===== config.mk =====
export PLATFORM = sky130hd
export DESIGN_NAME = utf8_text_and_program_sniffer
export DESIGN_NICKNAME = d
export VERILOG_FILES = /design/src/design/utf8s_pkg.sv /design/src/design/utf8s_core.sv /design/src/design/utf8s_out_reg.sv /design/src/design/utf8_text_and_program_sniffer.sv
export SDC_FILE = /design/constraint.sdc
export NUM_CORES = 1
export LEC_CHECK = 0
export ABC_AREA = 1
export BUFFER_PORTS_ARGS = -buffer_cell sky130_fd_sc_hd__buf_2
export CAP_MARGIN = 20
export CORE_MARGIN = 2
export CORE_UTILIZATION = 65
export CTS_BUF_LIST = sky130_fd_sc_hd__clkbuf_8
export DETAILED_ROUTE_END_ITERATION = 8
export HOLD_SLACK_MARGIN = 0.02
export PLACE_DENSITY = 0.95
export SLEW_MARGIN = 10
export SYNTH_ARGS = -nofsm -noshare
export SYNTH_HDL_FRONTEND = slang
export SYNTH_SLANG_ARGS = --single-unit

===== constraint.sdc =====
create_clock -name clk -period 2.7 [get_ports clk]
set_clock_uncertainty 0.1 [all_clocks]
set_input_delay 0.405 -clock clk [delete_from_list [all_inputs] [get_ports clk]]
set_output_delay 0.405 -clock clk [all_outputs]
set_load 0.02 [all_outputs]

===== src/design/utf8s_pkg.sv =====
// shared types, constants and byte classification for the utf-8 text and program sniffer
package utf8s_pkg;

  // examined head of the file, in bytes
  localparam int unsigned WINDOW_BYTES = 64 * 1024;
  // byte counter width, wide enough to hold WINDOW_BYTES itself
  localparam int unsigned CNT_W = $clog2(WINDOW_BYTES + 1);

  // utf-8 lead byte ranges
  localparam logic [7:0] ASCII_END   = 8'h80;
  localparam logic [7:0] LEAD2_LO    = 8'hc2;
  localparam logic [7:0] LEAD2_HI    = 8'hdf;
  localparam logic [7:0] LEAD3_LO    = 8'he0;
  localparam logic [7:0] LEAD3_HI    = 8'hef;
  localparam logic [7:0] LEAD4_LO    = 8'hf0;
  localparam logic [7:0] LEAD4_HI    = 8'hf4;
  localparam logic [7:0] CONT_MASK   = 8'hc0;
  localparam logic [7:0] CONT_BITS   = 8'h80;

  // program magic
  localparam logic [7:0] ELF_MAGIC0  = 8'h7f;
  localparam logic [7:0] ELF_MAGIC1  = 8'h45;
  localparam logic [7:0] ELF_MAGIC2  = 8'h4c;
  localparam logic [7:0] ELF_MAGIC3  = 8'h46;
  localparam logic [7:0] BANG_MAGIC0 = 8'h23;
  localparam logic [7:0] BANG_MAGIC1 = 8'h21;

  // one input item
  typedef struct packed {
    logic [7:0] data_byte;
    logic       byte_present;
    logic       end_of_file;
  } item_t;

  // one result item
  typedef struct packed {
    logic is_program;
    logic is_text;
  } verdict_t;

  // lead byte decode
  typedef struct packed {
    logic       bad;
    logic [1:0] owed;
  } lead_t;

  // classify a byte seen where a new sequence starts
  function automatic lead_t lead_class(logic [7:0] b);
    lead_t r;
    r.bad  = 1'b0;
    r.owed = 2'd0;
    if (b == 8'h00) begin
      r.bad = 1'b1;
    end else if (b < ASCII_END) begin
      r.owed = 2'd0;
    end else if (b >= LEAD2_LO && b <= LEAD2_HI) begin
      r.owed = 2'd1;
    end else if (b >= LEAD3_LO && b <= LEAD3_HI) begin
      r.owed = 2'd2;
    end else if (b >= LEAD4_LO && b <= LEAD4_HI) begin
      r.owed = 2'd3;
    end else begin
      r.bad = 1'b1;
    end
    return r;
  endfunction

  // expected elf magic byte at a head position
  function automatic logic [7:0] elf_byte(logic [1:0] idx);
    logic [7:0] r;
    case (idx)
      2'd0:    r = ELF_MAGIC0;
      2'd1:    r = ELF_MAGIC1;
      2'd2:    r = ELF_MAGIC2;
      default: r = ELF_MAGIC3;
    endcase
    return r;
  endfunction

  // expected shebang byte at a head position
  function automatic logic [7:0] bang_byte(logic idx);
    return idx ? BANG_MAGIC1 : BANG_MAGIC0;
  endfunction

endpackage


===== src/design/utf8s_core.sv =====
// per-file scan state and verdict logic of the sniffer
module utf8s_core (
  input  logic               clk,
  input  logic               rst,
  input  logic               advance,
  input  utf8s_pkg::item_t   item,
  output utf8s_pkg::verdict_t verdict
);

  logic [utf8s_pkg::CNT_W-1:0] bytes_seen, bytes_seen_next;
  logic [1:0]                  continuations_left, continuations_left_next;
  logic                        text_failed, text_failed_next;
  logic                        sequence_bad, sequence_bad_next;
  logic                        elf_prefix_match, elf_prefix_match_next;
  logic                        shebang_prefix_match, shebang_prefix_match_next;
  logic                        take_byte;
  logic                        window_full;
  utf8s_pkg::lead_t            lead;

  assign window_full = bytes_seen_next >= utf8s_pkg::CNT_W'(utf8s_pkg::WINDOW_BYTES);
  assign take_byte   = item.byte_present &&
                       (bytes_seen < utf8s_pkg::CNT_W'(utf8s_pkg::WINDOW_BYTES));
  assign lead        = utf8s_pkg::lead_class(item.data_byte);

  // state after taking this item's byte
  always_comb begin
    bytes_seen_next           = bytes_seen;
    continuations_left_next   = continuations_left;
    text_failed_next          = text_failed;
    sequence_bad_next         = sequence_bad;
    elf_prefix_match_next     = elf_prefix_match;
    shebang_prefix_match_next = shebang_prefix_match;
    if (take_byte) begin
      if (bytes_seen < utf8s_pkg::CNT_W'(4) &&
          item.data_byte != utf8s_pkg::elf_byte(bytes_seen[1:0])) begin
        elf_prefix_match_next = 1'b0;
      end
      if (bytes_seen < utf8s_pkg::CNT_W'(2) &&
          item.data_byte != utf8s_pkg::bang_byte(bytes_seen[0])) begin
        shebang_prefix_match_next = 1'b0;
      end
      if (continuations_left != 2'd0) begin
        // continuation byte of an open sequence
        if ((item.data_byte & utf8s_pkg::CONT_MASK) != utf8s_pkg::CONT_BITS) begin
          sequence_bad_next = 1'b1;
        end
        continuations_left_next = continuations_left - 2'd1;
        if (continuations_left_next == 2'd0) begin
          if (sequence_bad_next) begin
            text_failed_next = 1'b1;
          end
          sequence_bad_next = 1'b0;
        end
      end else begin
        // start of a new sequence
        sequence_bad_next       = 1'b0;
        continuations_left_next = lead.owed;
        if (lead.bad) begin
          text_failed_next = 1'b1;
        end
      end
      bytes_seen_next = bytes_seen + utf8s_pkg::CNT_W'(1);
    end
  end

  // verdict from the state that includes this item's byte
  always_comb begin
    if (text_failed_next) begin
      verdict.is_text = 1'b0;
    end else if (continuations_left_next != 2'd0) begin
      verdict.is_text = window_full;
    end else begin
      verdict.is_text = 1'b1;
    end
    verdict.is_program = (elf_prefix_match_next &&
                          bytes_seen_next >= utf8s_pkg::CNT_W'(4)) ||
                         (shebang_prefix_match_next &&
                          bytes_seen_next >= utf8s_pkg::CNT_W'(2));
  end

  // scan state, cleared on reset and after the last item of a file
  always_ff @(posedge clk) begin
    if (rst || (advance && item.end_of_file)) begin
      bytes_seen           <= '0;
      continuations_left   <= 2'd0;
      text_failed          <= 1'b0;
      sequence_bad         <= 1'b0;
      elf_prefix_match     <= 1'b1;
      shebang_prefix_match <= 1'b1;
    end else if (advance) begin
      bytes_seen           <= bytes_seen_next;
      continuations_left   <= continuations_left_next;
      text_failed          <= text_failed_next;
      sequence_bad         <= sequence_bad_next;
      elf_prefix_match     <= elf_prefix_match_next;
      shebang_prefix_match <= shebang_prefix_match_next;
    end
  end

endmodule


===== src/design/utf8s_out_reg.sv =====
// result register of the sniffer, holds a verdict until the sink takes it
module utf8s_out_reg (
  input  logic                clk,
  input  logic                rst,
  input  logic                load,
  input  utf8s_pkg::verdict_t verdict,
  input  logic                m_axis_tready,
  output logic                m_axis_tvalid,
  output logic [7:0]          m_axis_tdata
);

  utf8s_pkg::verdict_t held;

  // valid flag
  always_ff @(posedge clk) begin
    if (rst) begin
      m_axis_tvalid <= 1'b0;
    end else if (load) begin
      m_axis_tvalid <= 1'b1;
    end else if (m_axis_tready) begin
      m_axis_tvalid <= 1'b0;
    end
  end

  // payload
  always_ff @(posedge clk) begin
    if (load) begin
      held <= verdict;
    end
  end

  assign m_axis_tdata = {6'd0, held.is_program, held.is_text};

endmodule


===== src/design/utf8_text_and_program_sniffer.sv =====
// top level of the utf-8 text and program sniffer
// Takes one file byte per item and gives one result item (is_text, is_program) on the
// item that carries tlast; only the first utf8s_pkg::WINDOW_BYTES bytes are examined.
// The block accepts one item every cycle unless a waiting result stalls it: the scan state
// (byte count, owed continuation bytes and match flags) updates combinationally from the
// input register and is registered as each item moves on. A result becomes valid once its
// last item has passed the input register and its verdict has loaded the result register.
// Items that carry no tlast keep flowing while an earlier result waits; only an item that
// carries tlast is held in the input register until the waiting result is taken, and the
// input stalls behind it.
module utf8_text_and_program_sniffer (
  input  logic       clk,
  input  logic       rst,
  input  logic       s_axis_tvalid,
  output logic       s_axis_tready,
  input  logic [7:0] s_axis_tdata,   // [7:0] data_byte
  input  logic       s_axis_tuser,   // [0] byte_present
  input  logic       s_axis_tlast,   // end_of_file
  output logic       m_axis_tvalid,
  input  logic       m_axis_tready,
  output logic [7:0] m_axis_tdata    // [0] is_text, [1] is_program, [7:2] zero
);

  logic                in_valid;
  utf8s_pkg::item_t    in_item;
  logic                advance;
  utf8s_pkg::verdict_t verdict;

  // the held item moves on unless its verdict would overwrite a result not yet taken
  assign advance       = in_valid &&
                         (!in_item.end_of_file || !m_axis_tvalid || m_axis_tready);
  assign s_axis_tready = !in_valid || advance;

  // input register
  always_ff @(posedge clk) begin
    if (rst) begin
      in_valid <= 1'b0;
    end else if (s_axis_tvalid && s_axis_tready) begin
      in_valid <= 1'b1;
    end else if (advance) begin
      in_valid <= 1'b0;
    end
  end

  always_ff @(posedge clk) begin
    if (s_axis_tvalid && s_axis_tready) begin
      in_item.data_byte    <= s_axis_tdata;
      in_item.byte_present <= s_axis_tuser;
      in_item.end_of_file  <= s_axis_tlast;
    end
  end

  utf8s_core u_core (
    .clk     (clk),
    .rst     (rst),
    .advance (advance),
    .item    (in_item),
    .verdict (verdict)
  );

  utf8s_out_reg u_out (
    .clk           (clk),
    .rst           (rst),
    .load          (advance && in_item.end_of_file),
    .verdict       (verdict),
    .m_axis_tready (m_axis_tready),
    .m_axis_tvalid (m_axis_tvalid),
    .m_axis_tdata  (m_axis_tdata)
  );

endmodule


; ---- After elaboration in Yosys (flattened, before gate mapping)
; Index checks and enable logic that the tools add are counted.
[word_totals]
regBits = 37
inputBits = 14
output_inout_bits = 10
[op_classes]
n_addsub = 2
magnitude_cmp = 13
n_eq_ne = 5
n_mux = 35
reduce_logical = 27
[ops]
columns = operator, n
row1 = $ge 8x8->1 const B, 3
row2 = $le 8x8->1 const B, 3
row3 = $mux 1, 24
row4 = $pmux 6 s3, 1
row5 = $add 17x1->17 const B, 1
row6 = $ge 17x17->1 const B, 1
row7 = $ge 17x2->1 const B, 1
row8 = $ge 17x3->1 const B, 1
row9 = $lt 17x17->1 const B, 1
row10 = $lt 17x2->1 const B, 1
row11 = $lt 17x3->1 const B, 1
row12 = $mux 17, 1
row13 = $mux 2, 8
row14 = $ne 8x8->1, 2
row15 = $logic_and 1x1->1, 11
row16 = $logic_not 8->1, 1
row17 = $lt 8x8->1 const B, 1
row18 = $mux 8, 1
row19 = $reduce_bool 2->1, 4
row20 = $logic_or 1x1->1, 5
row21 = $logic_not 2->1, 2
row22 = $logic_not 1->1, 3
row23 = $eq 2x1->1 const B, 1
row24 = $eq 2x2->1 const B, 1
row25 = 3 further kinds, 3

; ---- Logic depth before layout (Yosys ltp)
; Gate-level depths: netlist of the first run.
[logic_depth]
ltp_word = 11
depth_mapped = 12

; ---- By module
; Synthesis of the first run repeated with hierarchy kept, for this count alone.
[hier_totals]
hier_cells = 313
hier_area_um2 = 2268.4
[by_module_without_submodules]
columns = module, n_inst, cells_per_inst, area_per_inst_um2, seq_area_each_um2
row1 = utf8s_core, 1, 278, 1741.7, 460.4
row2 = utf8_text_and_program_sniffer, 1, 21, 377.9, 320.3
row3 = utf8s_out_reg, 1, 14, 148.9, 80.1

; ---- Worst setup path after synthesis of the first run
; No wires, ideal clock.
[synth_timing]
path_type = flip-flop to flip-flop
start = register u_core.bytes_seen[0] (netlist name)
end = register u_out.held (netlist bit u_out.m_axis_tdata[1]) (data pin)
t_arrival_ns = 1.446
t_required_ns = 2.343
slack_ns = 0.897
path_stages_with_launch = 13
path_buffers = 0
cell_sequence = dfxtp_1 ha_1 nand3_2 nor2_4 nand2_1 clkinv_1 nand3_1 nand2_1 inv_1 nor2_1 nand2_1 nor2_1 a21oi_1
[synth_rtl]
columns = element, line
row1 = start: declaration, utf8s_core.sv:10  ; logic [utf8s_pkg::CNT_W-1:0] bytes_seen, bytes_seen_next;
row2 = start signal: assignment, utf8s_core.sv:91  ; bytes_seen <= bytes_seen_next;
row3 = end signal: assignment, utf8s_out_reg.sv:28  ; held <= verdict;
row4 = end: declaration, utf8s_out_reg.sv:12  ; utf8s_pkg::verdict_t held;

==> flow_metrics.py, run 1 <==
metrics = {
    "outcome": {
        "outcome": "complete, no violations",
    },
    "die": {
        "fp.dieArea_mm2": 0.00390,
        "io_pins": 24,
        "rows": 21,
        "dieHeight_um": 62.5,
        "core_mm2": 0.00331,
        "die_x_um": 62.5,
        "start_util": 0.671,
    },
    "synthesis": {
        "synth_ff_type": "dfxtp_1",
        "syn_inst": 310,
        "syn_area_mm2": 0.00222,
        "async_reset_ff_frac": 0,
        "ys_ff_latch": 37,
        "synth.distinct_cells": 34,
        "ys.warnings.count": 0,
        "synth_seq_area_share": 0.388,
        "synth_edf_count": 12,
        "syn_avg_cell_area_um2": 7.16,
    },
    "clocking": {
        "cts_buffers": 5,
        "clkSinkCount": 37,
        "post_cts_resized": 0,
        "clk_latency_ps": 300,
        "htree_levels": 2,
        "clk_pin_slew_ps": 70,
        "root_buffer": "clkbuf_8",
        "postCtsHoldBufs": 0,
        "clockBufferDepth": 2,
        "postCtsSetupBuffers": 0,
        "cts_tree": "built",
    },
    "final_layout": {
        "area_growth_pct": 9.58,
        "fin_nets": 349,
        "layout-drive-gt1-share": 0.136,
        "diodes": 0,
        "fill_cells": 244,
    },
    "timing": {
        "drv_slew": 0,
        "finalSetupTns_ps": 0,
        "finalCritPeriodShare": 0.761,
        "final-hold-violation-count": 0,
        "setup_viol": 0,
        "fin_ws_ps": 645,
        "period_needed_ps": 2050,
        "max_freq_ghz": 0.487,
        "grt_setup_unrepaired": "no",
    },
    "setup_path": {
        "crit_path_max_fanout": 7,
        "crit_path_start": "u_core.bytes_seen[0]",
        "r2r_end": "u_out.m_axis_tdata[1]",
        "critPathKind": "reg -> reg",
        "critPathCaptureType": "register",
        "crit_arrival_ps": 2010,
        "required_ps": 2650,
        "rr_startpoint": "u_core.bytes_seen[0]",
        "reg2reg_depth": 12,
        "rrSetupSlack_ps": 650,
        "start_kind": "register",
    },
    "pwr": {
        "cellLeakagePower_uw": 0.00116,
        "vdd_drop_max_mv": 0.454,
        "p_per_area_mw_per_mm2": 530,
    },
    "routing": {
        "route.detailed.drc": 0,
        "firstDrtPassIters": 4,
        "wirelength_mm": 4.63,
        "drt-initial-drc-count": 145,
        "vias": 2033,
        "ant_nets": 0,
        "vias_per_cell": 5.39,
        "wl_per_cell_um": 12.3,
    },
    "place": {
        "portBuffers": 17,
        "detailed_place_hpwl_mm": 3.30,
        "preCtsSetupSlack_ps": 691,
        "place_congestion": 0.868,
    },
    "flow_run": {
        "cap_violations": 0,
    },
    "hold_path": {
        "hold_path_depth": 2,
        "worstHoldStart": "rst",
        "hp-class": "in -> reg",
        "hold_end": "in_valid",
    },
    "grt": {
        "grt_max_degree": 25,
        "grt_pass1_wl_mm": 7.98,
        "antenna_found_initial": 0,
        "track_usage": 0.256,
        "grt_overflow_total": 0,
        "grt_pass1_vias": 1950,
    },
}
-- critical path, stage by stage (launching register included) --
cell and delay (ps):
dfxtp_1 460, ha_1 250, nand3_2 120, nor2_4 170, nand2_1 110, clkinv_1 70, nand2_1 50, nand2_1 90
nand2_1 80, nor2_1 90, nand2_1 60, nor2_1 100, a21oi_1 70
-- metrics by stage --
stage	instance area, um^2	util	hold WS [ps]	power, uW	instances
2_1_floorplan	2240	-	337	776	315
3_3_place_gp	2320	0.702	347	806	369
3_5_place_dp	2320	0.702	357	814	369
4_1_cts	2430	0.735	179	1280	377
5_1_grt	2430	0.735	172	1330	377
6_report	2430	0.735	171	1290	377
-- flip-flops by register name (all words and copies together), names as in the netlist --
name,flops
u_out.m_axis_tvalid,1
u_core.continuations_left,2
in_item,10
u_out.m_axis_tdata,2
u_core.sequence_bad,1
u_core.elf_prefix_match,1
u_core.shebang_prefix_match,1
u_core.bytes_seen,17
in_valid,1
u_core.text_failed,1
-- logic make-up after synthesis --
family | Yosys count | synth area share
AND/OR/NAND/NOR | 147 | 0.305
AO/OA/AOI/OAI | 53 | 0.132
buffers and inverters | 60 | 0.114
other | 1 | 0.00169
XOR/XNOR | 7 | 0.0310
adder cells (fa/ha/maj) | 5 | 0.0282
flip-flops | 37 | 0.388
-- worst max-delay path by stage --
stage,endpoint,slack [ps],depth (start not counted)
final,u_out.m_axis_tdata[1],650,12
after global routing,u_out.m_axis_tdata[1],460,12
after CTS,u_out.m_axis_tdata[1],670,12
after detailed placement,u_out.m_axis_tdata[1],690,10
after global placement,u_out.m_axis_tdata[1],810,12
after floorplan,u_out.m_axis_tdata[1],900,12
-- synthesized netlist by cell type (2+ instances only) --
cell type,n,area [um^2]
a21oi_1,18,90.1
a31oi_1,3,18.8
buf_2,2,10.0
buf_4,7,52.6
dfxtp_1,25,500
edfxtp_1,12,360
ha_1,5,62.6
inv_1,45,169
inv_2,4,15.0
nand2_1,69,259
nand2_2,3,18.8
nand3_1,19,95.1
nand3_2,2,20.0
nand3b_1,3,22.5
nand4_1,6,37.5
nand4_2,2,25.0
nor2_1,32,120
nor2_2,3,18.8
nor2_4,2,22.5
nor3_1,3,15.0
o211ai_1,6,45.0
o21ai_0,20,100
o21ai_1,3,15.0
o21bai_1,2,15.0
xnor2_1,2,17.5
xor2_1,4,35.0
-- cells in the final DEF (no fill, tap or decap), types with 4 or more instances in the layout --
cell type,n
a21oi_1,18
conb_1,6
nor2_1,32
nand4_1,6
dfxtp_1,25
nand2_1,69
o211ai_1,6
edfxtp_1,12
inv_1,45
o21ai_0,20
xor2_1,4
nand3_1,19
ha_1,5
buf_2,17
clkbuf_8,5
inv_2,4
-- cell type report --
cell class / count / area [um^2] / area share
Clock buffer: 5 / 68.8 / 0.0283
Clock inverter: 3 / 41.3 / 0.0170
Inverter: 50 / 188 / 0.0771
Multi-Input combinational cell: 218 / 1120 / 0.462
Sequential cell: 37 / 861 / 0.354
Tap cell: 46 / 57.6 / 0.0237
Timing Repair Buffer: 18 / 92.6 / 0.0380
-- report_power, final --
part           switching (uW)  leakage (uW)  internal [uW]
logic                     107      0.000785           60.0
registers                33.5      0.000319            606
clock network             211     0.0000518            272
-- layer usage --
layer  up-vias  GRT usage  routed length [um]
met5         -          0                   0
met4         0      0.131                 159
met3        12     0.0649                 233
met2        58      0.419                2190
met1       933      0.314                2050
li1       1030          -                   -
No activity file was read; power rests on OpenSTA's default activity.
==> run 2, diff against run 1 <==
--- a/config.mk
+++ b/config.mk
@@ -9,11 +9,11 @@
 export BUFFER_PORTS_ARGS = -buffer_cell sky130_fd_sc_hd__buf_2
 export CAP_MARGIN = 20
 export CORE_MARGIN = 2
-export CORE_UTILIZATION = 65
+export CORE_UTILIZATION = 61
 export CTS_BUF_LIST = sky130_fd_sc_hd__clkbuf_8
 export DETAILED_ROUTE_END_ITERATION = 8
 export HOLD_SLACK_MARGIN = 0.02
-export PLACE_DENSITY = 0.95
+export PLACE_DENSITY = 0.9
 export SLEW_MARGIN = 10
 export SYNTH_ARGS = -nofsm -noshare
 export SYNTH_HDL_FRONTEND = slang
==> constraint.sdc (replaced) <==
create_clock -name clk -period 2 [get_ports clk]
set_clock_uncertainty 0.1 [all_clocks]
set_input_delay 0.3 -clock clk [delete_from_list [all_inputs] [get_ports clk]]
set_output_delay 0.3 -clock clk [all_outputs]
set_load 0.02 [all_outputs]
==> run 2 against run 1 <==
Compared with the run above:
- non-clock buffer count is 4 higher
- sequential share of layout area is essentially flat
- count of clock-buffer cells in the layout stayed put
- first-iteration DRC count rose by 10%
- sequential power increased by 35%
- highest routed layer unchanged
- via count down 2.6%
- die area up 6.1%
- critical path type unchanged
- critical path depth shrank 2
==> flow_metrics.py, run 2 (synthesized netlist as in run 1, its figures left out) <==
metrics = {
    "clocking": {
        "htree_levels": 2,
        "clockBufferDepth": 2,
        "clk_pin_slew_ps": 70,
        "root_buffer": "clkbuf_8",
        "clkSinkCount": 37,
        "cts_buffers": 5,
        "cts_tree": "built",
        "clk_latency_ps": 300,
    },
    "final_layout": {
        "area_growth_pct": 10.6,
        "multiInputGateArea_mm2": 0.00114,
        "largest-register": "u_core.bytes_seen",
        "layout-drive-gt1-share": 0.158,
        "fin_nets": 353,
        "final_cells": 381,
        "largest_reg_flops": 17,
        "fill_cells": 277,
        "reg.largest.list": "u_core.bytes_seen: 17 flops, in_item: 10 flops",
        "mostFrequentLayoutCell": "nand2_1",
        "diodes": 0,
        "regArea_um2": 870,
        "final_cell_mix": "69 x nand2_1, 46 x inv_1, 32 x nor2_1",
    },
    "pwr": {
        "vdd_drop_max_mv": 0.645,
        "cellLeakagePower_uw": 0.00117,
        "p_per_area_mw_per_mm2": 649,
    },
    "grt": {
        "grt_max_degree": 25,
        "grt_overflow_total": 0,
        "track_usage": 0.239,
        "grt_pass1_vias": 1822,
        "antenna_found_initial": 0,
        "grt_pass1_wl_mm": 7.70,
    },
    "place": {
        "portBuffers": 17,
        "place_inst": 371,
        "place_congestion": 0.861,
        "detailed_place_hpwl_mm": 3.20,
    },
    "setup_path": {
        "rrSetupSlack_ps": 160,
        "cp_slowest_cell": "dfxtp_1",
        "path_buf_inv": 1,
        "rr_startpoint": "u_core.bytes_seen[16]",
        "start_kind": "register",
        "path_delay_family": "simple AND/OR/NAND/NOR gates",
        "cp.depth": 10,
        "path_cells": "inv_2 -> nand2_4 -> nor2_4 -> nand4_2 -> nor2_1 -> nand2_1 -> nand2_2 -> nand2_1 -> nor2_1 -> a21oi_1",
        "cp_slowest_stage_delay_ps": 330,
        "critPathKind": "reg -> reg",
        "crit_arrival_ps": 1790,
        "required_ps": 1950,
        "r2r_end": "u_out.m_axis_tdata[1]",
        "critPathCaptureType": "register",
        "crit_path_max_fanout": 9,
        "reg2reg_depth": 10,
    },
    "die": {
        "core_mm2": 0.00342,
        "io_pins": 24,
        "dieHeight_um": 64.3,
        "rows": 21,
        "start_util": 0.650,
        "fp.dieArea_mm2": 0.00414,
        "die_x_um": 64.3,
    },
    "flow_run": {
        "cap_violations": 0,
    },
    "routing": {
        "ant_nets": 0,
        "wl_per_cell_um": 11.7,
        "wl_met1_mm": 1.99,
        "met2_length_mm": 2.06,
        "route.detailed.drc": 0,
        "drt-initial-drc-count": 160,
        "dr_wl_met3_um": 310,
        "top_layer": "met4",
        "firstDrtPassIters": 4,
        "wirelength_mm": 4.46,
        "vias": 1981,
        "vias_per_cell": 5.20,
    },
    "timing": {
        "final-hold-violation-count": 0,
        "timing.hold.ws_ps": 76.7,
        "period_needed_ps": 1840,
        "setup_viol": 0,
        "finalCritPeriodShare": 0.920,
        "drv_slew": 0,
        "max_freq_ghz": 0.544,
        "finalSetupTns_ps": 0,
    },
    "hold_path": {
        "worstHoldStart": "rst",
        "hold_end": "in_valid",
        "hp-class": "in -> reg",
        "hold_path_depth": 2,
    },
    "outcome": {
        "outcome": "complete, no violations",
    },
}
==> run 2: cell count changes in the layout (fill, tap and decap cells not counted) <==
cell | previous run | this run
clkinvlp_4 | 1 | 0
bufinv_16 | 1 | 0
ha_4 | 0 | 1
dfxtp_2 | 0 | 1
dfxtp_1 | 25 | 22
ha_1 | 5 | 4
dfxtp_4 | 0 | 2
inv_1 | 45 | 46
clkinv_2 | 0 | 2
buf_4 | 1 | 5
clkinv_1 | 2 | 1
==> run 2: worst reg2reg max path: stages (launching register included) <==
cell and delay, ps:
dfxtp_1 330, inv_2 90, nand2_4 110, nor2_4 220
nand4_2 180, nor2_1 170, nand2_1 90, nand2_2 80
nand2_1 50, nor2_1 100, a21oi_1 80
==> run 2: layer usage <==
metal	GRT usage	vias to the layer above
li1	-	1042
met1	0.299	856
met2	0.389	73
met3	0.0599	10
met4	0.104	0
met5	0	-
==> run 2: report_power, final <==
group | internal (uW) | switching, uW | total (uW)
Sequential | 816 | 44.4 | 861
Clock | 236 | 272 | 508
Combinational | 83.6 | 142 | 226
==> run 2: per-stage QoR <==
step	setup slack [ps]	power [uW]	utilization	area (um^2)
floorplan	197	1050	-	2240
global placement	128	1090	0.685	2340
detailed placement	44.7	1100	0.685	2340
CTS	13.3	1600	0.709	2420
global route	-18.4	1670	0.719	2460
finish	161	1590	0.719	2460
==> run 2: worst max-delay path by stage <==
stage | startpoint | end | slack (ps)
global placement | u_core.bytes_seen[1] | u_out.m_axis_tdata[1] | 130
global route | u_core.bytes_seen[1] | u_out.m_axis_tdata[1] | -20
finish | u_core.bytes_seen[16] | u_out.m_axis_tdata[1] | 160
detailed placement | u_core.bytes_seen[1] | u_out.m_axis_tdata[1] | 40
floorplan | u_core.bytes_seen[0] | u_out.m_axis_tdata[1] | 200
CTS | u_core.bytes_seen[1] | u_out.m_axis_tdata[1] | 10
==> run 2: layout make-up <==
type | instances | share of cell area
Multi-Input combinational cell | 218 | 0.463
Sequential cell | 37 | 0.354
Inverter | 50 | 0.0764
Timing Repair Buffer | 22 | 0.0499
Clock buffer | 5 | 0.0280
Tap cell | 46 | 0.0234
Clock inverter | 3 | 0.00560
==> run 2: timing repair <==
| action | 4_1_cts | 5_1_grt |
|---|---|---|
| setup endpoints to repair | 0 | 1 |
| hold buffers | 0 | 0 |
| gates resized for setup | 0 | 7 |
| buffers inserted | 0 | 2 |
